## src/design/urs_pkg.sv

```systemverilog
// ----------------------------------------------------------------------------
// urs_pkg
// Shared types, constants and lookup tables for the ultrasonic range to servo
// block: phase codes, register indexes, timing constants and the distance to
// angle and compare tables.
// ----------------------------------------------------------------------------
package urs_pkg;

  typedef enum logic [2:0] {
    PH_TRIG_LOW  = 3'd0,
    PH_TRIG_HIGH = 3'd1,
    PH_WAIT      = 3'd2,
    PH_MEASURE   = 3'd3,
    PH_PAUSE     = 3'd4
  } phase_t;

  localparam logic [0:0] CFG_TIMEOUT = 1'b0;
  localparam logic [0:0] CFG_PAUSE   = 1'b1;

  localparam int TimeoutW = 16;
  localparam int PauseW   = 20;
  localparam int CfgDataW = 20;
  localparam int TickW    = 20;
  localparam int EchoW    = 17;
  localparam int DistW    = 6;
  localparam int AngleW   = 8;
  localparam int CmpW     = 12;

  localparam logic [TimeoutW-1:0] TIMEOUT_RESET = 16'd30000;
  localparam logic [PauseW-1:0]   PAUSE_RESET   = 20'd50000;

  localparam logic [TickW-1:0] TRIG_LOW_TICKS  = 20'd2;
  localparam logic [TickW-1:0] TRIG_HIGH_TICKS = 20'd10;

  localparam int UsPerCm  = 58;
  localparam int DistMin  = 5;
  localparam int DistMax  = 40;
  localparam int DistSpan = 35;
  localparam int AngleMax = 180;
  localparam int CmpBase  = 2000;
  localparam int CmpSpan  = 2000;

  // counts at or above this always clamp to the maximum distance
  localparam logic [EchoW-1:0] ECHO_SAT = 17'((DistMax + 1) * UsPerCm);
  // reciprocal of 58 in 16 fractional bits, exact for counts below ECHO_SAT
  localparam logic [10:0] RECIP_58 = 11'd1130;

  localparam logic [DistW-1:0]  DIST_MIN    = 6'(DistMin);
  localparam logic [DistW-1:0]  DIST_MAX    = 6'(DistMax);
  localparam logic [AngleW-1:0] ANGLE_RESET = 8'(AngleMax);
  localparam logic [CmpW-1:0]   CMP_RESET   = 12'd3000;

  localparam int TabN = DistSpan + 1;

  typedef logic [AngleW-1:0] angle_tab_t [0:TabN-1];
  typedef logic [CmpW-1:0]   cmp_tab_t   [0:TabN-1];

  function automatic angle_tab_t build_angle_tab();
    angle_tab_t tab;
    for (int i = 0; i < TabN; i++) begin
      tab[i] = 8'((i * AngleMax) / DistSpan);
    end
    return tab;
  endfunction

  function automatic cmp_tab_t build_cmp_tab();
    cmp_tab_t tab;
    int       a;
    for (int i = 0; i < TabN; i++) begin
      a = (i * AngleMax) / DistSpan;
      tab[i] = 12'(CmpBase + (a * CmpSpan) / AngleMax);
    end
    return tab;
  endfunction

  localparam angle_tab_t ANGLE_TAB = build_angle_tab();
  localparam cmp_tab_t   CMP_TAB   = build_cmp_tab();

endpackage

```

## src/design/ultrasonic_range_to_servo.sv

```systemverilog
// ----------------------------------------------------------------------------
// ultrasonic_range_to_servo
// Ultrasonic echo ranging sequencer with distance to servo compare mapping.
//
// Usage: each input request is one microsecond tick carrying the sampled echo
// pin level. The block steps trigger low (2 ticks), trigger high (10 ticks),
// wait for echo, count echo-high ticks and then pauses for pause_ticks ticks.
// Every input request produces exactly one output request carrying the
// trigger level for that tick, a done flag for the tick a measurement ends,
// and the latest timeout flag, distance (5..40 cm), angle (0..180 degrees)
// and servo compare value (2000..4000).
// Output valid rises in the cycle after input acceptance; throughput is one
// request per cycle while out_ready holds, set by the single registered pass
// from the phase and counter registers to the output register.
// When the receiver stalls, the output register holds its request and the
// input is taken only when the output register is empty or being drained.
// Reset (synchronous, rst_n low) returns to the trigger low phase, clears the
// counters, sets distance 40, angle 180, compare 3000, and loads the register
// defaults timeout_ticks 30000 and pause_ticks 50000. Configuration writes
// take effect at the next clock edge.
// ----------------------------------------------------------------------------
module ultrasonic_range_to_servo (
  input  logic                       clk,
  input  logic                       rst_n,
  input  logic                       cfg_we,
  input  logic [0:0]                 cfg_index,
  input  logic [urs_pkg::CfgDataW-1:0] cfg_wdata,
  input  logic                       in_valid,
  output logic                       in_ready,
  input  logic                       in_echo_level,
  output logic                       out_valid,
  input  logic                       out_ready,
  output logic                       out_trig_level,
  output logic                       out_done_res,
  output logic                       out_timed_out,
  output logic [urs_pkg::DistW-1:0]  out_distance_cm,
  output logic [urs_pkg::AngleW-1:0] out_angle_deg,
  output logic [urs_pkg::CmpW-1:0]   out_servo_compare
);
  import urs_pkg::*;

  logic [TimeoutW-1:0] timeout_r;
  logic [PauseW-1:0]   pause_r;

  phase_t            phase_r, phase_nxt, phase_eff;
  logic [TickW-1:0]  tick_r, tick_nxt, tick_base, tick_inc;
  logic [EchoW-1:0]  echo_r, echo_nxt, echo_inc;
  logic              finish, finish_to;

  logic              timed_out_r, timed_out_nxt;
  logic [DistW-1:0]  dist_r, dist_nxt;
  logic [AngleW-1:0] angle_r;
  logic [CmpW-1:0]   cmp_r;

  logic              out_valid_r, trig_r, done_r;
  logic              trig_nxt, done_nxt;
  logic              accept;

  logic [22:0]       quot_prod;
  logic [6:0]        quot;
  logic [DistW-1:0]  dist_calc, tab_idx;

  assign in_ready = !out_valid_r || out_ready;
  assign accept   = in_valid && in_ready;

  // configuration registers
  always_ff @(posedge clk) begin
    if (!rst_n) begin
      timeout_r <= TIMEOUT_RESET;
      pause_r   <= PAUSE_RESET;
    end else if (cfg_we) begin
      case (cfg_index)
        CFG_TIMEOUT: timeout_r <= cfg_wdata[TimeoutW-1:0];
        CFG_PAUSE:   pause_r   <= cfg_wdata[PauseW-1:0];
        default: ;
      endcase
    end
  end

  // echo count to centimetres, clamped to the valid range
  always_comb begin
    quot_prod = 23'(echo_r[11:0] * RECIP_58);
    quot      = quot_prod[22:16];
    if (echo_r >= ECHO_SAT) begin
      dist_calc = DIST_MAX;
    end else if (quot < 7'(DIST_MIN)) begin
      dist_calc = DIST_MIN;
    end else if (quot > 7'(DIST_MAX)) begin
      dist_calc = DIST_MAX;
    end else begin
      dist_calc = quot[DistW-1:0];
    end
  end

  // next state
  always_comb begin
    phase_eff = phase_r;
    tick_base = tick_r;
    phase_nxt = phase_r;
    tick_nxt  = tick_r;
    echo_nxt  = echo_r;
    finish    = 1'b0;
    finish_to = 1'b0;
    if (phase_r == PH_PAUSE) begin
      if (tick_r >= pause_r) begin
        phase_eff = PH_TRIG_LOW;
        tick_base = '0;
      end else begin
        tick_nxt = tick_r + 1'b1;
      end
    end
    tick_inc = tick_base + 1'b1;
    echo_inc = echo_r + 1'b1;
    case (phase_eff)
      PH_PAUSE: ;
      PH_TRIG_HIGH: begin
        if (tick_inc >= TRIG_HIGH_TICKS) begin
          phase_nxt = PH_WAIT;
          tick_nxt  = '0;
          echo_nxt  = '0;
        end else begin
          tick_nxt = tick_inc;
        end
      end
      PH_WAIT: begin
        if (in_echo_level) begin
          echo_nxt  = EchoW'(1);
          phase_nxt = PH_MEASURE;
          finish_to = (timeout_r == '0);
        end else begin
          echo_nxt  = echo_inc;
          finish_to = (echo_inc > EchoW'(timeout_r));
        end
        finish = finish_to;
      end
      PH_MEASURE: begin
        if (in_echo_level) begin
          echo_nxt  = echo_inc;
          finish_to = (echo_inc > EchoW'(timeout_r));
          finish    = finish_to;
        end else begin
          finish = 1'b1;
        end
      end
      default: begin
        phase_nxt = PH_TRIG_LOW;
        if (tick_inc >= TRIG_LOW_TICKS) begin
          phase_nxt = PH_TRIG_HIGH;
          tick_nxt  = '0;
        end else begin
          tick_nxt = tick_inc;
        end
      end
    endcase
    if (finish) begin
      phase_nxt = PH_PAUSE;
      tick_nxt  = '0;
      echo_nxt  = '0;
    end
    timed_out_nxt = finish_to || (echo_r == '0);
    dist_nxt      = timed_out_nxt ? DIST_MAX : dist_calc;
    tab_idx       = dist_nxt - DIST_MIN;
  end

  // per-tick outputs
  always_comb begin
    trig_nxt = (phase_eff == PH_TRIG_HIGH);
    done_nxt = finish;
  end

  always_ff @(posedge clk) begin
    if (!rst_n) begin
      phase_r     <= PH_TRIG_LOW;
      tick_r      <= '0;
      echo_r      <= '0;
      timed_out_r <= 1'b0;
      dist_r      <= DIST_MAX;
      angle_r     <= ANGLE_RESET;
      cmp_r       <= CMP_RESET;
      out_valid_r <= 1'b0;
      trig_r      <= 1'b0;
      done_r      <= 1'b0;
    end else begin
      if (accept) begin
        phase_r <= phase_nxt;
        tick_r  <= tick_nxt;
        echo_r  <= echo_nxt;
        trig_r  <= trig_nxt;
        done_r  <= done_nxt;
        if (finish) begin
          timed_out_r <= timed_out_nxt;
          dist_r      <= dist_nxt;
          angle_r     <= ANGLE_TAB[tab_idx];
          cmp_r       <= CMP_TAB[tab_idx];
        end
        out_valid_r <= 1'b1;
      end else if (out_ready) begin
        out_valid_r <= 1'b0;
      end
    end
  end

  assign out_valid         = out_valid_r;
  assign out_trig_level    = trig_r;
  assign out_done_res      = done_r;
  assign out_timed_out     = timed_out_r;
  assign out_distance_cm   = dist_r;
  assign out_angle_deg     = angle_r;
  assign out_servo_compare = cmp_r;

endmodule

```

## config.mk

```make
export PLATFORM = sky130hd
export DESIGN_NAME = ultrasonic_range_to_servo
export DESIGN_NICKNAME = d
export VERILOG_FILES = /design/src/design/urs_pkg.sv /design/src/design/ultrasonic_range_to_servo.sv
export SDC_FILE = /design/constraint.sdc
export NUM_CORES = 1
export LEC_CHECK = 0
export BUFFER_PORTS_ARGS = -buffer_cell sky130_fd_sc_hd__buf_2
export CORE_MARGIN = 2
export CORE_UTILIZATION = 61
export CTS_CLUSTER_DIAMETER = 50
export DETAILED_ROUTE_END_ITERATION = 16
export HOLD_SLACK_MARGIN = 0.03
export PLACE_DENSITY = 0.76
export RECOVER_POWER = 25
export SLEW_MARGIN = 20
export SYNTH_ARGS = -nofsm -noshare
export SYNTH_HDL_FRONTEND = slang
export SYNTH_SLANG_ARGS = --single-unit
```

## constraint.sdc

```tcl
create_clock -name clk -period 20.8 [get_ports clk]
set_clock_uncertainty 0.15 [all_clocks]
set_input_delay 4.16 -clock clk [delete_from_list [all_inputs] [get_ports clk]]
set_output_delay 4.16 -clock clk [all_outputs]
set_load 0.01 [all_outputs]
```

Word-level counts from Yosys, hierarchy flattened
Memories as Yosys holds them, arrays and structs flattened. A register that Yosys moved wholly into a read port is not among the register bits.
Index checks and enable logic that the tools add are counted.
- word-level logic and storage cells: 86
- output and inout bits: 31
- register bits after elaboration: 86
- ROM bits: 1280
- memories: 2
- input port bits: 27
- order comparisons: 7
- reduce and logical (&&, ||, !) cells: 18
- eq/ne operators: 11
- multiply operators: 1
- add/sub/neg operators: 4
- bitwise logic cells: 2
- muxes and demuxes: 31
- memory list (name ; words ; width ; read ports ; clocked after memory_dff ; write ports ; RTL line ; source):
    (name not given) ; 64 ; 12 ; 1 ; 1 ; 0 ; ultrasonic_range_to_servo.sv:194 ; cmp_r <= CMP_TAB[tab_idx];
    (name not given) ; 64 ; 8 ; 1 ; 1 ; 0 ; ultrasonic_range_to_servo.sv:193 ; angle_r <= ANGLE_TAB[tab_idx];
- operators with widths (operator ; count):
    20-bit 2-to-1 mux ; 7
    17-bit 2-to-1 mux ; 4
    17-bit case mux with 3 select lines ; 1
    20-bit by 1-bit adder with 20-bit output (second input constant) ; 2
    20-bit case mux with 2 select lines ; 1
    6-bit 2-to-1 mux ; 4
    12-bit by 10-bit multiplier with 22-bit output (second input constant) ; 1
    20-bit by 2-bit greater-or-equal comparator with 1-bit output (second input constant) ; 1
    20-bit greater-or-equal comparator ; 1
    20-bit by 4-bit greater-or-equal comparator with 1-bit output (second input constant) ; 1
    17-bit by 1-bit adder with 17-bit output (second input constant) ; 1
    17-bit by 12-bit greater-or-equal comparator with 1-bit output (second input constant) ; 1
    17-bit by 16-bit greater-than comparator with 1-bit output ; 1
    17-bit zero test ; 1
    16-bit zero test ; 1
    3-bit 2-to-1 mux ; 5
    3-bit != test (second input constant) ; 3
    3-bit case mux with 3 select lines ; 1
    4-bit AND reduction ; 2
    7-bit by 6-bit greater-than comparator with 1-bit output (second input constant) ; 1
    7-bit by 3-bit less-than comparator with 1-bit output (second input constant) ; 1
    6-bit NOT with 7-bit output ; 1
    3-bit by 2-bit equality test with 1-bit output (second input constant) ; 2
    3-bit equality test (second input constant) ; 2
    16 further kinds ; 28

Depth between registers and ports, before layout
Gate-level depths: netlist of the first run.
- depth in word-level cells: 9
- mapped depth: 31
- depth with buffers taken out: 28

Worst setup path after synthesis of the first run
No wires, ideal clock.
- path type: in2out
- start: input out_ready
- end: output in_ready
- required time: 16490 ps
- arrival time: 4350 ps
- path slack: 12140 ps
- stages on the path: 1
- cell sequence: nand2b_1
- cells in the longest elaborated chain, start to end: 1
- RTL lines (element ; RTL line ; source):
    start, declared ; ultrasonic_range_to_servo.sv:32 ; input logic out_ready,
    1-bit logical OR ; ultrasonic_range_to_servo.sv:63 ; assign in_ready = !out_valid_r || out_ready;
    end, declared ; ultrasonic_range_to_servo.sv:29 ; output logic in_ready,
Every way passes these cells.

Worst setup path after layout of the first run
Ends and elaborated chain as after synthesis.

==> results of run 1 <==
## flip-flops by register name, summed over array words and instances (netlist names)
| register | cells |
|---|---|
| out_servo_compare | 12 |
| tick_r | 20 |
| timeout_r | 16 |
| out_valid | 1 |
| out_done_res | 1 |
| out_trig_level | 1 |
| pause_r | 20 |
| echo_r | 17 |
| out_timed_out | 1 |
| out_angle_deg | 8 |
| out_distance_cm | 6 |
| phase_r | 3 |
## worst max-delay path, delay by kind of cell
kind | cells | cell delay (ns)
simple gates | 1 | 0.16
buf+inv | 2 | 0.24
## worst max path at each step
stage | depth (start not counted) | end | slack, ns
6_report | 3 | in_ready | 11.92
5_1_grt | 29 | out_servo_compare[5] | 11.62
4_1_cts | 3 | in_ready | 11.92
3_5_place_dp | 3 | in_ready | 11.92
3_3_place_gp | 3 | in_ready | 11.93
2_1_floorplan | 1 | in_ready | 12.14
## through the flow
step                      hold WS (ns)  instance area [µm²]
after floorplan                  0.286                 9830
after global placement           0.288                10200
after detailed placement         0.297                10200
after CTS                        0.305                10500
after global routing             0.333                10500
final                            0.305                10500
## layout make-up
class | count | area share (%)
multi-input combinational | 971 | 66.8
sequential | 106 | 20.3
inverter | 112 | 4.04
timing repair buffer | 68 | 3.25
tap | 216 | 2.58
clock buffer | 9 | 2.15
clock inverter | 7 | 0.896
## where the power goes
| part | total [mW] | internal (mW) | leakage (nW) | switching (mW) |
|---|---|---|---|---|
| sequential | 0.212 | 0.208 | 0.861 | 0.00423 |
| clock | 0.185 | 0.0971 | 0.153 | 0.0876 |
| combinational | 0.0432 | 0.0144 | 3.64 | 0.0288 |
| total | 0.440 | 0.319 | 4.66 | 0.121 |
## cells in the mapped netlist, drive strengths merged, types with 4 or more instances
cell	count	area share, %
a2111oi	6	0.92
a211o	4	0.36
a211oi	11	0.97
a21o	16	1.3
a21oi	109	5.6
a221oi	7	0.75
a311oi	4	0.36
a31oi	16	1.0
and2	6	0.38
and3	20	1.3
and4	9	0.80
buf	19	1.3
clkbuf	48	1.8
dfxtp	106	22
fa	21	4.3
ha	134	17
inv	111	4.3
mux2i	6	0.61
nand2	172	6.7
nand2b	12	0.84
nand3	45	2.3
nand3b	5	0.38
nand4	28	1.8
nor2	52	2.1
nor2b	4	0.25
nor3	33	1.8
nor4	12	0.92
o211a	6	0.61
o211ai	22	1.7
o21a	11	0.85
o21ai	91	4.7
o221ai	5	0.45
o31a	4	0.36
o31ai	18	1.5
o41ai	5	0.45
or2	4	0.28
or3	4	0.25
or4	6	0.46
xnor2	19	1.7
xor2	5	0.45
## routing by layer
layer	up-vias	GRT usage, %	share of wire [%]
met2	346	50.4	46
met5	-	0	0
li1	4560	-	-
met3	60	3.99	6.5
met1	4289	40.6	45
met4	0	9.39	2.4
## logic make-up after synthesis
| logic type | count (synthesis) | share of synthesized area, % |
|---|---|---|
| AND/OR/NAND/NOR | 419 | 21.2 |
| buffers and inverters | 179 | 7.45 |
| AO/OA/AOI/OAI | 360 | 24.6 |
| flip-flops | 106 | 21.6 |
| XOR/XNOR | 25 | 2.37 |
| adder cells (fa/ha/maj) | 156 | 21.4 |
| multiplexers | 11 | 1.41 |
==> summary.txt, run 1 <==
Final layout
  • Final Util: roughly two thirds
  • Multi-input gate area: roughly 7000 µm²
  • Number of inserted diodes: 0
  • Fin nets: 1450
  • Most common cell after layout, fill and taps aside: nand2_1
  • Filler cells: 1375
  • Area Overhead vs Synth: 6.50%
  • Most frequent cells in the layout: nand2_1, ha_1, inv_1, a21oi_1, dfxtp_1
  • Layout cells sized above 1: 7.86%
  • Total area of sequential cells: roughly 2100 µm²
  • Final non-filler cell total: 1489

Floorplan
  • Die span in x: about 130 µm
  • Height of the die: 131 µm
  • Rows: between 40 and 50
  • Initial Util: 62.1%
  • Die area: approximately 17000 µm²
  • Core area: 15800 µm²
  • Top Ports: 58

Synth
  • Synth warn: 0
  • Yosys reg bits: 106
  • Count of flip-flops with a built-in enable after synthesis: 0
  • Syn Area/Cell: around 7.8 µm²
  • Synthesized net count: 1438
  • Synth Flop Type: dfxtp_1
  • Synth unique cells: 92
  • Mapped cell area: a little under 10000 µm²
  • Sequential area share after synthesis: 21.6%
  • Post-Syn Instances: 1256
  • Ys async rst share: 0%

Power and ir drop
  • Peak VDD IR: 0.0479 mV
  • Final Power: between 0.4 and 0.5 mW
  • Leakage power: 4.66 nW
  • Cell Pwr Density: 42.0 nW/µm²

Clock network
  • H-Tree Level Count: 3
  • Setup Buffers After CTS: 0
  • Cts bufs inserted: 9
  • CTS max path bufs: 2
  • CTS Sinks: approximately 110
  • CTS clk-pin slew, worst paths: ~0.070 ns
  • CTS root buf: clkbuf_16
  • Hold buffers post-CTS: 0
  • Post-CTS Resized: 0
  • Later-pin clock latency in the skew report: 0.36 ns
  • CTS tree: done

Detailed routing
  • Drt drc: 0
  • Initial drt markers: 781
  • Vias per std cell: 6.22
  • Antenna Nets Post-Route: 0
  • Total Routed Length: 25900 µm
  • Total number of vias: 9255
  • 1st-pass router iterations: 6
  • Wire length per cell: 17.4 µm

Placement
  • Place WS: 11.92 ns
  • Detailed Place HPWL: 19000 µm
  • GPL Wtd Cong: 0.946
  • Placed Cells: 1472
  • Number of buffers added on ports: 57

Min path
  • Hold Crit Start: out_angle_deg[6]
  • HP Class: reg -> reg
  • Hold path cells: 2
  • Hold EP: out_angle_deg[6]

Timing
  • Max-slew violations: 45
  • Unrepaired setup endpoints after global routing: false
  • Fmax: 0.113 GHz
  • Slew headroom: -45.7%
  • Period utilization: a little over two fifths
  • Final setup viols: 0
  • Final min period: a little under 9 ns
  • Final WS setup: between 10 and 15 ns
  • Worst-Margin Slew: about 2.2 ns
  • TNS Setup: 0 ns
  • Final hold viol count: 0

Worst setup path
  • Crit path arrival time: approximately 4.6 ns
  • FF-to-FF End: out_servo_compare[5]
  • Worst R2R Setup Slack: 12.09 ns
  • Crit path from: out_ready
  • CP Launch Type: primary input
  • Critical path's slowest cell: nand2b_1
  • Register-to-Register Path Depth: 26
  • Worst EP required: 16.49 ns
  • Critical R2R Launch: echo_r[6]
  • Cell mode on critical path: buf_2
  • Setup CP Type: in -> out
  • Critical path, cell by cell: buf_2 > nand2b_1 > buf_2
  • Crit Path Max Fanout: 4
  • Crit path largest cell delay: 0.16 ns
  • CP endpoint kind: output pin

Run status
  • Status: complete, but fails checks
  • Failing checks: max-capacitance violations, max-slew violations

Global route
  • Initial antenna violation count: 0
  • Vias in the first global route: 8505
  • Largest net degree at the start of global routing: 60
  • Total GRT Usage: 30.2%
  • First-pass GRT wire length: around 42000 µm
  • Overflow after GRT: 0

Flow run
  • Max Cap Violations: 1
Power figures use the tool's default switching activity.
==> run 2, diff against run 1 <==
Clock period 20.8 ns to 8.2 ns, I/O delays scaled along.
==> run 2 against run 1 <==
Effect of this change:
- the flow still finishes with violations (max-capacitance violations, max-slew violations)
- die area stayed put
- final cell count is 0.54% higher
- sequential power grew to 2.5 times the previous value
- sequential cell count stayed put
- via count is 1.1% higher
- first-iteration DRC count is 4.4% lower
- register-to-register slack worse by 12 ns
- final area is 0.60% higher
- worst hold slack hardly changed
- clock-buffer cell count stayed put
- clock power is 150% higher
- total power grew to 2.5 times the previous value
- largest cell class unchanged
==> summary.txt, run 2 (synthesized netlist as in run 1, its figures left out) <==
Run status
  • Status: complete, but fails checks (unchanged)
  • Failing checks: max-capacitance violations, max-slew violations (unchanged)

Final layout
  • Area Overhead vs Synth: 7.14% (was 6.50%)
  • Fin nets: 1458 (was 1450)
  • Most common cell after layout, fill and taps aside: nand2_1 (unchanged)
  • Post-route cell area: 10500 µm² (about the same)
  • Largest registers: pause_r: 20 flops, tick_r: 20 flops, echo_r: 17 flops (unchanged)
  • Final non-filler cell total: 1497 (was 1489)
  • Layout cells sized above 1: 8.51% (was 7.86%)
  • Most frequent cells in the layout: nand2_1, ha_1, inv_1, a21oi_1, dfxtp_1 (unchanged)
  • Number of inserted diodes: 0 (unchanged)

Detailed routing
  • Initial drt markers: 747 (was 781)
  • Vias per std cell: 6.25 (was 6.22)
  • 1st-pass router iterations: 6 (unchanged)
  • Wire length per cell: 17.8 µm (was 17.4 µm)
  • Total number of vias: 9358 (was 9255)
  • Total Routed Length: 26600 µm (was 25900 µm)
  • Met2 WL: 12500 µm (was 12000 µm)
  • Drt drc: 0 (unchanged)
  • M1 wire length: 11700 µm (was 11600 µm)
  • Met3 WL: 1860 µm (was 1670 µm)
  • Antenna Nets Post-Route: 0 (unchanged)
  • DR top layer: met4 (unchanged)

Worst setup path
  • Worst EP required: 8.29 ns (was 16.49 ns)
  • Crit path arrival time: 7.94 ns (was 4.57 ns)
  • CP Launch Type: flop (was primary input)
  • CP endpoint kind: flop (was output pin)
  • Crit Path Max Fanout: 13 (was 4)
  • Setup CP Type: reg -> reg (was in -> out)

Timing
  • Final min period: 7.85 ns
  • Slew headroom: -43.7% (was -45.7%)
  • Fmax: 0.127 GHz
  • Max-slew violations: 45 (unchanged)
  • Final setup viols: 0 (unchanged)
  • Worst-Margin Slew: 2.15 ns (was 2.19 ns)
  • Final WS setup: 0.350 ns (was 11.92 ns)
  • Period utilization: 95.7%
  • Final hold viol count: 0 (unchanged)

Power and ir drop
  • Final Power: 1.11 mW (was 0.440 mW)
  • Cell Pwr Density: 105 nW/µm² (was 42.0 nW/µm²)
  • Peak VDD IR: 0.106 mV (was 0.0479 mV)
  • Leakage power: 4.70 nW (was 4.66 nW)

Floorplan
  • Die span in x: 131 µm (unchanged)
  • Height of the die: 131 µm (unchanged)
  • Initial Util: 62.1% (unchanged)
  • Rows: 46 (unchanged)
  • Die area: 17100 µm² (unchanged)
  • Core area: 15800 µm² (unchanged)
  • Top Ports: 58 (unchanged)

Placement
  • Detailed Place HPWL: 19700 µm (was 19000 µm)
  • Placed inst area: 10200 µm² (about the same)
  • Number of buffers added on ports: 57 (unchanged)
  • Place WS: 0.302 ns (was 11.92 ns)
  • Placed Cells: 1480 (was 1472)
  • GPL Wtd Cong: 0.936 (was 0.946)

Min path
  • HP Class: reg -> reg (unchanged)

Global route
  • Overflow after GRT: 0 (unchanged)
  • Initial antenna violation count: 0 (unchanged)
  • Total GRT Usage: 31.1% (was 30.2%)
  • First-pass GRT wire length: 43000 µm (was 41900 µm)
  • Largest net degree at the start of global routing: 59 (was 60)
  • Vias in the first global route: 8749 (was 8505)

Clock network
  • CTS clk-pin slew, worst paths: 0.08 ns (was 0.07 ns)
  • Later-pin clock latency in the skew report: 0.37 ns (was 0.36 ns)
  • CTS root buf: clkbuf_16 (unchanged)
  • CTS tree: done (unchanged)
  • H-Tree Level Count: 3 (unchanged)
  • CTS Sinks: 106 (unchanged)
  • Cts bufs inserted: 9 (unchanged)
  • CTS max path bufs: 2 (unchanged)

Flow run
  • Max Cap Violations: 1 (unchanged)
## run 2: layer usage
layer / global-route usage [%] / vias to the layer above
met1: 40.8 / 4355
met5: 0 / -
met4: 9.89 / 0
met2: 52.8 / 374
li1: - / 4561
met3: 4.44 / 68
## run 2: worst max-delay path, stage by stage, from the launching register on
cell,delay (ns)
dfxtp_1,0.47
inv_1,0.20
ha_1,0.31
ha_1,0.30
fa_1,0.55
inv_1,0.06
fa_1,0.51
fa_1,0.52
inv_1,0.04
ha_1,0.34
a211o_1,0.35
a221oi_2,0.22
a211oi_1,0.17
o211a_1,0.40
or2_1,0.40
a2111oi_4,0.41
o31ai_4,0.14
ha_1,0.25
inv_1,0.21
a31oi_1,0.20
o311a_4,0.42
nor2_4,0.30
mux2_1,0.36
a311oi_1,0.28
o221ai_1,0.13
## run 2: per-stage QoR
step / hold WS [ns] / utilization [%] / setup TNS, ns
global placement: 0.294 / 64.6 / 0
finish: 0.306 / 66.5 / 0
CTS: 0.311 / 66.6 / 0
floorplan: 0.286 / - / 0
detailed placement: 0.295 / 64.6 / 0
global route: 0.321 / 66.5 / -0.000200
## run 2: what timing repair did
item,in CTS,in global routing
hold buffers,0,0
gates resized for setup,0,3
setup endpoints to repair,0,12
buffers inserted,0,1
## run 2: worst paths after layout
kind,cells past startpoint,startpoint,endpoint,slack (ns)
worst min register to register,2,out_distance_cm[1],out_distance_cm[1],0.31
worst min-delay path,2,out_distance_cm[1],out_distance_cm[1],0.31
worst max-delay path,24,echo_r[7],out_angle_deg[0],0.35
worst max register to register,24,echo_r[7],out_angle_deg[0],0.35
## run 2: where the power goes
part	switching (mW)	internal, mW	total [mW]
logic	0.0737	0.0367	0.110
clock network	0.240	0.222	0.462
registers	0.0108	0.527	0.538
## run 2: area by class of cell
type | count | area, µm²
multi-input cells | 971 | 7000
clock inverters | 7 | 91.3
repair buffers | 76 | 399
flip-flops and latches | 106 | 2120
inverters | 112 | 423
clock buffers | 9 | 225
fillers | 1366 | 5300
well taps | 216 | 270
